==> config.mk <==
export PLATFORM = sky130hd
export DESIGN_NAME = command_packet_deframer_unit
export DESIGN_NICKNAME = d
export VERILOG_FILES = /design/src/hw/rtl/cpd_pkg.sv /design/src/hw/rtl/cpd_parse.sv /design/src/hw/rtl/cpd_outreg.sv /design/src/hw/rtl/command_packet_deframer_unit.sv
export SDC_FILE = /design/constraint.sdc
export NUM_CORES = 1
export LEC_CHECK = 0
export ABC_AREA = 1
export BUFFER_PORTS_ARGS = -buffer_cell sky130_fd_sc_hd__buf_2
export CORE_MARGIN = 4
export CORE_UTILIZATION = 45
export CTS_CLUSTER_SIZE = 16
export DETAILED_ROUTE_END_ITERATION = 10
export MAX_ROUTING_LAYER = met4
export PLACE_DENSITY = 0.75
export SYNTH_ARGS = -nofsm -noshare
export SYNTH_HDL_FRONTEND = slang
export SYNTH_SLANG_ARGS = --single-unit
export TNS_END_PERCENT = 100
==> constraint.sdc <==
create_clock -name clk -period 7.3 [get_ports clk]
set_input_delay 1.825 -clock clk [delete_from_list [all_inputs] [get_ports clk]]
set_output_delay 1.825 -clock clk [all_outputs]
set_load 0.1 [all_outputs]
==> src/hw/rtl/cpd_pkg.sv <==
// Shared types, constants and helper functions for the command packet deframer.
`timescale 1ns / 1ps
package cpd_pkg;

  localparam logic [7:0] HEADER_BYTES = 8'd6;
  localparam logic [7:0] MIN_LENGTH   = 8'd7;
  localparam logic [2:0] POS_FLAGS    = 3'd4;
  localparam logic [2:0] POS_LENGTH   = 3'd5;

  localparam logic KIND_BODY    = 1'b0;
  localparam logic KIND_SUMMARY = 1'b1;

  typedef enum logic [2:0] {
    CMD_NONE   = 3'd0,
    CMD_DRIVE  = 3'd1,
    CMD_STATUS = 3'd2,
    CMD_SLEEP  = 3'd3,
    CMD_ARM    = 3'd4,
    CMD_CLAW   = 3'd5
  } cmd_t;

  // One result word as it travels from the parser to the output register.
  typedef struct packed {
    logic        result_kind;
    logic [7:0]  body_byte;
    logic [31:0] packet_count;
    logic [2:0]  command;
    logic        ack_flag;
    logic [5:0]  flag_bits;
    logic [7:0]  total_length;
    logic        check_ok;
    logic        length_error;
    logic        last_of_packet;
  } result_t;

  function automatic logic [3:0] ones_in(input logic [7:0] v);
    logic [3:0] n;
    n = 4'd0;
    for (int k = 0; k < 8; k++) begin
      n = n + {3'd0, v[k]};
    end
    return n;
  endfunction

  // Drive wins over status, then sleep, arm and claw.
  function automatic cmd_t decode_command(input logic [5:0] f);
    cmd_t c;
    priority if (f[2]) c = CMD_DRIVE;
    else if (f[1]) c = CMD_STATUS;
    else if (f[0]) c = CMD_SLEEP;
    else if (f[4]) c = CMD_ARM;
    else if (f[3]) c = CMD_CLAW;
    else c = CMD_NONE;
    return c;
  endfunction

endpackage

==> src/hw/rtl/cpd_parse.sv <==
// Packet state tracking and per-word result generation for the deframer.
`timescale 1ns / 1ps
module cpd_parse
  import cpd_pkg::*;
(
  input  logic       clk,
  input  logic       rst_n,
  input  logic       accept,
  input  logic [7:0] data_byte,
  input  logic       start_of_packet,
  output logic       res_valid,
  output result_t    res
);

  logic [7:0]  byte_pos_r, byte_pos_nxt;
  logic [7:0]  exp_len_r, exp_len_nxt;
  logic [7:0]  ones_sum_r, ones_sum_nxt;
  logic [31:0] count_r, count_nxt;
  logic [5:0]  flag_r, flag_nxt;
  logic        in_packet_r, in_packet_nxt;

  logic        active;
  logic [7:0]  pos_cur;
  logic [7:0]  len_cur;
  logic [7:0]  sum_cur;
  logic [31:0] cnt_cur;
  logic [5:0]  flg_cur;
  logic [7:0]  sum_add;
  logic [7:0]  end_pos;
  logic        short_len;
  logic        in_header;
  logic        at_end;

  // A start marker restarts the packet, so it overrides the stored state.
  always_comb begin
    active  = start_of_packet | in_packet_r;
    pos_cur = start_of_packet ? 8'd0 : byte_pos_r;
    len_cur = start_of_packet ? 8'd0 : exp_len_r;
    sum_cur = start_of_packet ? 8'd0 : ones_sum_r;
    cnt_cur = start_of_packet ? 32'd0 : count_r;
    flg_cur = start_of_packet ? 6'd0 : flag_r;
    sum_add   = sum_cur + {4'd0, ones_in(data_byte)};
    short_len = (len_cur < MIN_LENGTH);
    end_pos   = short_len ? HEADER_BYTES : (len_cur - 8'd1);
    in_header = (pos_cur < HEADER_BYTES);
    at_end    = !in_header && (pos_cur >= end_pos);
  end

  always_comb begin
    byte_pos_nxt  = byte_pos_r;
    exp_len_nxt   = exp_len_r;
    ones_sum_nxt  = ones_sum_r;
    count_nxt     = count_r;
    flag_nxt      = flag_r;
    in_packet_nxt = in_packet_r;
    if (accept && active) begin
      byte_pos_nxt  = pos_cur + 8'd1;
      exp_len_nxt   = len_cur;
      ones_sum_nxt  = sum_add;
      count_nxt     = cnt_cur;
      flag_nxt      = flg_cur;
      in_packet_nxt = 1'b1;
      if (in_header) begin
        if (pos_cur[2:0] == POS_FLAGS) begin
          flag_nxt = data_byte[5:0];
        end else if (pos_cur[2:0] == POS_LENGTH) begin
          exp_len_nxt = data_byte;
        end else begin
          count_nxt = cnt_cur | ({24'd0, data_byte} << {pos_cur[1:0], 3'd0});
        end
      end else if (at_end) begin
        byte_pos_nxt  = 8'd0;
        ones_sum_nxt  = sum_cur;
        in_packet_nxt = 1'b0;
      end
    end
  end

  always_comb begin
    res       = '0;
    res_valid = active && !in_header;
    if (at_end) begin
      res.result_kind    = KIND_SUMMARY;
      res.packet_count   = cnt_cur;
      res.command        = decode_command(flg_cur);
      res.ack_flag       = flg_cur[5];
      res.flag_bits      = flg_cur;
      res.total_length   = len_cur;
      res.check_ok       = (data_byte == sum_cur);
      res.length_error   = short_len;
      res.last_of_packet = 1'b1;
    end else begin
      res.result_kind = KIND_BODY;
      res.body_byte   = data_byte;
    end
  end

  always_ff @(posedge clk) begin
    if (!rst_n) begin
      byte_pos_r  <= 8'd0;
      exp_len_r   <= 8'd0;
      ones_sum_r  <= 8'd0;
      count_r     <= 32'd0;
      flag_r      <= 6'd0;
      in_packet_r <= 1'b0;
    end else begin
      byte_pos_r  <= byte_pos_nxt;
      exp_len_r   <= exp_len_nxt;
      ones_sum_r  <= ones_sum_nxt;
      count_r     <= count_nxt;
      flag_r      <= flag_nxt;
      in_packet_r <= in_packet_nxt;
    end
  end

`ifndef SYNTHESIS
  a_idle_pos_zero: assert property (@(posedge clk) disable iff (!rst_n)
    !in_packet_r |-> byte_pos_r == 8'd0)
    else $error("byte position nonzero while idle");

  a_summary_ends_packet: assert property (@(posedge clk) disable iff (!rst_n)
    (accept && res_valid && res.last_of_packet) |=> !in_packet_r)
    else $error("packet still open after its summary word");

  a_no_result_idle: assert property (@(posedge clk) disable iff (!rst_n)
    (!in_packet_r && !start_of_packet) |-> !res_valid)
    else $error("result produced while idle");

  a_body_below_end: assert property (@(posedge clk) disable iff (!rst_n)
    (in_packet_r && byte_pos_r > HEADER_BYTES) |-> exp_len_r >= MIN_LENGTH)
    else $error("body word counted in a short packet");
`endif

endmodule

==> src/hw/rtl/cpd_outreg.sv <==
// Output register holding one result word until the receiver takes it.
`timescale 1ns / 1ps
module cpd_outreg
  import cpd_pkg::*;
(
  input  logic    clk,
  input  logic    rst_n,
  input  logic    load,
  input  result_t load_data,
  output logic    can_load,
  output logic    out_valid,
  input  logic    out_ready,
  output result_t out_data
);

  logic    valid_r, valid_nxt;
  result_t data_r;

  // The slot frees in the same cycle the receiver takes the held word.
  assign can_load  = !valid_r || out_ready;
  assign valid_nxt = load || (valid_r && !out_ready);

  always_ff @(posedge clk) begin
    if (!rst_n) begin
      valid_r <= 1'b0;
    end else begin
      valid_r <= valid_nxt;
    end
  end

  always_ff @(posedge clk) begin
    if (load) begin
      data_r <= load_data;
    end
  end

  assign out_valid = valid_r;
  assign out_data  = data_r;

endmodule

==> src/hw/rtl/command_packet_deframer_unit.sv <==
// Top level of the command packet deframer.
//
// Usage: one byte of the packet stream arrives per word on the in_ channel,
// with in_start_of_packet marking byte 0 of a packet. Bytes 0-3 carry the
// packet count, byte 4 the flags, byte 5 the length; header bytes give no
// result. Each body byte leaves as a body word on the out_ channel, and the
// check byte produces one summary word with the header fields, the decoded
// command, check_ok and length_error. Bytes outside a packet are dropped.
// An accepted word is loaded into the output register and shown on out_ in
// the next cycle. Throughput is one byte per cycle while out_ready is high,
// set by the single output register, which reloads in the same cycle its
// word is taken. When the receiver stalls, the held word stays put and
// in_ready drops until it is taken; no word is lost. Reset clears the packet
// state to idle and empties the output register.
`timescale 1ns / 1ps
module command_packet_deframer_unit
  import cpd_pkg::*;
(
  input  logic        clk,
  input  logic        rst_n,
  input  logic        in_valid,
  output logic        in_ready,
  input  logic [7:0]  in_data_byte,
  input  logic        in_start_of_packet,
  output logic        out_valid,
  input  logic        out_ready,
  output logic        out_result_kind,
  output logic [7:0]  out_body_byte,
  output logic [31:0] out_packet_count,
  output logic [2:0]  out_command,
  output logic        out_ack_flag,
  output logic [5:0]  out_flag_bits,
  output logic [7:0]  out_total_length,
  output logic        out_check_ok,
  output logic        out_length_error,
  output logic        out_last_of_packet
);

  logic    accept;
  logic    res_valid;
  result_t res;
  result_t held;

  assign accept = in_valid && in_ready;

  cpd_parse u_parse (
    .clk             (clk),
    .rst_n           (rst_n),
    .accept          (accept),
    .data_byte       (in_data_byte),
    .start_of_packet (in_start_of_packet),
    .res_valid       (res_valid),
    .res             (res)
  );

  cpd_outreg u_outreg (
    .clk       (clk),
    .rst_n     (rst_n),
    .load      (accept && res_valid),
    .load_data (res),
    .can_load  (in_ready),
    .out_valid (out_valid),
    .out_ready (out_ready),
    .out_data  (held)
  );

  assign out_result_kind    = held.result_kind;
  assign out_body_byte      = held.body_byte;
  assign out_packet_count   = held.packet_count;
  assign out_command        = held.command;
  assign out_ack_flag       = held.ack_flag;
  assign out_flag_bits      = held.flag_bits;
  assign out_total_length   = held.total_length;
  assign out_check_ok       = held.check_ok;
  assign out_length_error   = held.length_error;
  assign out_last_of_packet = held.last_of_packet;

endmodule

# == Yosys cells after proc, flatten, opt, wreduce, memory -nomap -nowiden ==
# Cells that the tools add are included.
# word_totals
regBits,126
latchBits,0
ram_bits,0
rom_bits,0
inputBits,13
out_inout_bits,64
elab_cells,79
n_memories,0
# op_classes
n_addsub,10
multipliers,0
div_mod_pow,0
magnitude_cmp,3
eq_ne,3
shift,1
n_mux,27
bitwise_logic,3
n_reduce_logical,13
# op_table
cell,count
$mux W32,4
$mux W8,11
$or A32 B32 Y32,1
$shl A8 B5 Y32,1
$add A4 B1 Y4,6
$mux W6,3
$lt A8 B3 Y1 const B,2
$add A8 B1 Y8 const B,1
$add A8 B4 Y8,1
$eq A8 B8 Y1,1
$ge A8 B8 Y1,1
$sub A8 B1 Y8 const B,1
$eq A3 B3 Y1 const B,2
$logic_and A1 B1 Y1,6
$mux W3,2
$mux W1,5
$mux W2,2
$reduce_or A4 Y1,1
$logic_not A1 Y1,3
$add A1 B1 Y2,1
$logic_or A1 B1 Y1,2
$reduce_or A2 Y1,1
$not A1 Y1,1
$or A1 B1 Y1,1

# == Depth between registers and ports, before layout ==
# depth
depth_word,10
mapped_depth,20
depth_no_buf,20

# == Modules after synthesis ==
# A second synthesis with hierarchy kept.
# unflattened
hier_cells,790
hier_area_um2,6372.4
# by_module_without_submodules
mod,instances,cells_each,area_per_inst_um2,seq_area_each_um2
cpd_parse,1,718,4446.8,1261.2
cpd_outreg,1,68,1908.1,1881.8
command_packet_deframer_unit,1,4,17.5,0.0

# == Worst setup path after synthesis ==
# OpenSTA, ideal clock, no wires.
# synth_path
path_kind,input -> register
startpoint,input port out_ready
endpoint,"register u_outreg.data_r (netlist bit u_outreg.out_data[10]), enable pin"
setup_time_ns,0.414
arrival_ns,4.553
required_time_ns,6.886
path_slack_ns,2.333
path_stages,8
n_path_buf,2
path_cell_list,inv_1 > nand2_1 > nand2_1 > nor2_4 > buf_2 > buf_2 > nand2_1 > inv_1
# synth_via
elab_chain_len,3
# synth_lines
item,line,rtl
"start, declared",command_packet_deframer_unit.sv:26,"input logic out_ready,"
$logic_or A1 B1 Y1,cpd_outreg.sv:20,assign can_load = !valid_r || out_ready;
named net in_ready,command_packet_deframer_unit.sv:22,"output logic in_ready,"
$logic_and A1 B1 Y1,command_packet_deframer_unit.sv:44,assign accept = in_valid && in_ready;
$logic_and A1 B1 Y1,command_packet_deframer_unit.sv:59,".load (accept && res_valid),"
named net u_outreg.load,cpd_outreg.sv:8,"input logic load,"
"end signal, assigned",cpd_outreg.sv:33,data_r <= load_data;
"end, declared",cpd_outreg.sv:17,result_t data_r;
# The timed path passes the listed nets, and every way through them passes these cells.
# A chain may end at the register's enable or synchronous reset.

# == Worst setup path in the final report ==
# layout_path
startpoint,input port in_start_of_packet
endpoint,register u_outreg.data_r (netlist bit u_outreg.out_data[20]) (data pin)
# layout_via
elab_chain_len,7
elab_cells_between_ends,14
classes_between,1 x add/sub; 3 x order compare; 6 x mux; 1 x bitwise; 3 x reduce/logical
# layout_lines
item,line,rtl
"start, declared",command_packet_deframer_unit.sv:24,"input logic in_start_of_packet,"
$mux W8,cpd_parse.sv:38,len_cur = start_of_packet ? 8'd0 : exp_len_r;
$sub A8 B1 Y8 / $lt A8 B3 Y1 (equally long branches),"cpd_parse.sv:44, cpd_parse.sv:43",
$mux W8,cpd_parse.sv:44,end_pos = short_len ? HEADER_BYTES : (len_cur - 8'd1);
$ge A8 B8 Y1,cpd_parse.sv:46,at_end = !in_header && (pos_cur >= end_pos);
$logic_and A1 B1 Y1,cpd_parse.sv:46,
$not A1 Y1 (no source line),--,
$reduce_or A4 Y1 (no source line),--,
# Several ways; a longest one is shown, not always the timed one.

==> metrics.md <==
| Metric | Value |
|---|---|
| Post-CTS setup repair buffer count | `0` |
| Synthesis Warnings | `0` |
| Setup CP Type | `input port to flip-flop` |
| Cts repair resizes | `0` |
| RD Place Congestion | `0.892` |
| Share of the synthesized area in the top cell type | `28.4%` |
| Worst IR Drop VDD | `0.174 mV` |
| Tot GR Track Use | `19.7%` |
| Row count | `43` |
| Met2 wire length | `6990 um` |
| #FFs+latches synth | `124` |
| Startpoint Class | `input port` |
| Clock-pin slew of the registers on the worst-case setup and hold paths | `60 ps` |
| Avg Cell Area, Syn | `8.07 um^2` |
| Met1 WL | `7010 um` |
| Synthesized Nets | `825` |
| Layout cells sized above 1 | `16.2%` |
| Post-synthesis mux area share | `0%` |
| Nets | `885` |
| Post-Syn Instances | `787` |
| Reg2reg setup slack | `3850 ps` |
| Port Buffer Count | `76` |
| CTS tree | `yes` |
| Netlist cell types | `32` |
| Commonest cells after routing, fill and taps aside | `nand2_1, nor2_1, inv_1` |
| Setup TNS | `0 ps` |
| Largest family of logic cells by synthesized area | `simple AND/OR/NAND/NOR gates` |
| Crit path DAT | `5080 ps` |
| Fmax | `203 MHz` |
| Antenna Violating Nets Remaining | `0` |
| Initial Utilization | `45.9%` |
| Crit share post-route | `67.3%` |
| CTS Buf Count | `17` |
| Critical path peak fanout | `71` |
| Final Hold Fails | `0` |
| Clock Latency Late Sink | `420 ps` |
| First-pass GRT wire length | `24800 um` |
| Hold WC Path Type | `flip-flop to flip-flop` |
| First-pass iteration count of the detailed router | `5` |
| Hold buffers post-CTS | `0` |
| Worst slew pin tran | `912 ps` |
| Commonest non-fill, non-tap cell in the layout | `nand2_1` |
| RSZ-0062 raised after global routing | `false` |
| Worst Setup End Kind | `flip-flop` |
| Grt total ovfl | `0` |
| Clk buf depth | `2` |
| Slew Viols, Final | `0` |
| Hold depth | `2` |
| Clock Root Buffer | `clkbuf_16` |
| Static leakage | `3.32 nW` |
| Status | `completed` |
| Fin util | `53.4%` |
| H-tree levels | `4` |
| Die Span Y | `127 um` |
| Antenna fix cells | `0` |
| Compound-Gate Fraction of Synth Area | `8.99%` |
| Reg-to-Reg End | `u_outreg.out_data[20]$_SDFFCE_PP0P_` |
| Drt total wl | `15100 um` |
| DR top layer | `met4` |
| Pin count of the biggest net entering global routing | `72` |
| Rel. slew slack | `39.1%` |
| 1st-iter DRT viols | `529` |
| Met3 routed WL | `908 um` |
| IO Count | `77` |
| Die area | `16100 um^2` |
| Setup crit start | `in_start_of_packet` |
| # DRC | `0` |
| Pwr dens | `242 nW/um^2` |
| Via count | `5303` |
| Area added between synthesis and finish | `16.4%` |
| Reg2reg path depth | `18` |
| WP data required | `7460 ps` |
| Routed len/inst | `14.5 um` |
| Sequential fraction of the synthesis area | `48.6%` |
| Synth Area in Adders | `5.52%` |
| Max-cap violations | `0` |
| Worst Setup EP | `u_outreg.out_data[20]$_SDFFCE_PP0P_` |
| Final setup fails | `0` |
| Initial antenna violation count | `0` |
| Simple logic cell fraction of the synthesized area | `26.1%` |
| Synth Cell Area | `6350 um^2` |
| Vias per cell | `5.10` |
| Fill count | `1233` |
| Clock sink count | `124` |
| XOR/XNOR Fraction of Synth Area | `1.79%` |
| Placed wire-length estimate | `10000 um` |
| Vias in the first global route | `4958` |
| Core ar. | `13800 um^2` |
| Post-synth top area cell | `edfxtp_1` |
| Top post-synthesis cells by area | `edfxtp_1, dfxtp_1, nand2_1` |
| Reg2reg start | `u_parse.exp_len_r[0]$_SDFFE_PN0P_` |
| Clock skew | `9.64 ps` |
| Crit path time final | `4920 ps` |
| Die X | `127 um` |
==> synthesized netlist by cell type <==
master      n
nor2_2      4
nor2_4      3
nand4_1     9
nand3_4     1
fa_1        5
clkbuf_1   15
nand2_1   169
nor2_1    108
buf_4       7
nand2_2     6
inv_1      89
buf_2      14
a21oi_1    70
buf_6       2
dfxtp_1    64
nand4_4     1
edfxtp_1   60
xor2_1     11
inv_2       8
o21bai_1    2
o211ai_1    5
o21ai_1     1
nor3_1      6
nand2_4     3
o21a_1      7
nand3_1    69
o21ai_0    22
xnor2_1     2
nor3_2      1
and3_1      1
buf_1       2
ha_1       20
==> report_power, final <==
part / internal, mW / switching [mW] / total, mW
clock network: 0.549 / 0.322 / 0.871
registers: 0.740 / 0.00895 / 0.749
logic: 0.0566 / 0.109 / 0.165
==> metal layers <==
layer / vias to the layer above / track usage, %
met1: 2462 / 26.9
met5: - / -
li1: 2658 / -
met2: 165 / 30.2
met4: 0 / 5.43
met3: 18 / 3.58
==> through the flow <==
stage                     hold slack [ps]  cells  worst slack [ps]  power, mW  area [um^2]
after floorplan                       445    787              2330      0.888         6350
after global placement                457   1008              2080      0.924         6780
after detailed placement              457   1008              1980      0.927         6780
after CTS                             466   1040              2400       1.79         7390
after global routing                  490   1040              2130       1.85         7390
final                                 467   1040              2380       1.79         7390
==> worst max-delay path, stage by stage <==
cell	delay (ps)
buf_2	190
inv_2	170
buf_4	540
nand2_1	270
inv_2	210
ha_1	270
nand2_1	80
nor2_1	40
nor2_1	70
nand2_1	60
nand2_1	50
nand2_1	140
nand2_4	600
inv_2	270
nand3_1	150
a21oi_1	50
==> kinds of logic after synthesis <==
kind of cell / Yosys count
adder cells (fa/ha/maj): 25
flip-flops: 124
XOR/XNOR: 13
AND/OR/NAND/NOR: 381
AO/OA/AOI/OAI: 107
buffers and inverters: 137
==> sequential cells by signal (all words and copies together) (netlist names) <==
name and cells:
u_parse.byte_pos_r 8, u_parse.count_r 32, u_parse.exp_len_r 8, u_parse.in_packet_r 1, u_parse.ones_sum_r 8, u_outreg.out_data 60, u_parse.flag_r 6, u_outreg.out_valid 1
==> worst min path at each step <==
| stage | start | endpoint |
|---|---|---|
| after global routing | u_parse.count_r[1]$_SDFFE_PN0P_ | u_parse.count_r[1]$_SDFFE_PN0P_ |
| after detailed placement | u_parse.count_r[17]$_SDFFE_PN0P_ | u_parse.count_r[17]$_SDFFE_PN0P_ |
| final | u_parse.in_packet_r$_SDFFE_PN0P_ | u_parse.in_packet_r$_SDFFE_PN0P_ |
| after global placement | u_parse.byte_pos_r[0]$_SDFFE_PN0P_ | u_parse.byte_pos_r[0]$_SDFFE_PN0P_ |
| after floorplan | u_parse.count_r[10]$_SDFFE_PN0P_ | u_parse.count_r[10]$_SDFFE_PN0P_ |
| after CTS | u_parse.count_r[17]$_SDFFE_PN0P_ | u_parse.count_r[17]$_SDFFE_PN0P_ |
==> layout make-up <==
| type | count | area [um^2] | area share, % |
|---|---|---|---|
| multi-input combinational | 526 | 2690 | 36.4 |
| clock buffer | 20 | 447 | 6.04 |
| tap | 180 | 225 | 3.05 |
| sequential | 124 | 3080 | 41.7 |
| timing repair buffer | 81 | 418 | 5.66 |
| inverter | 97 | 364 | 4.93 |
| clock inverter | 12 | 161 | 2.18 |
(Power assumes the default switching activity.)
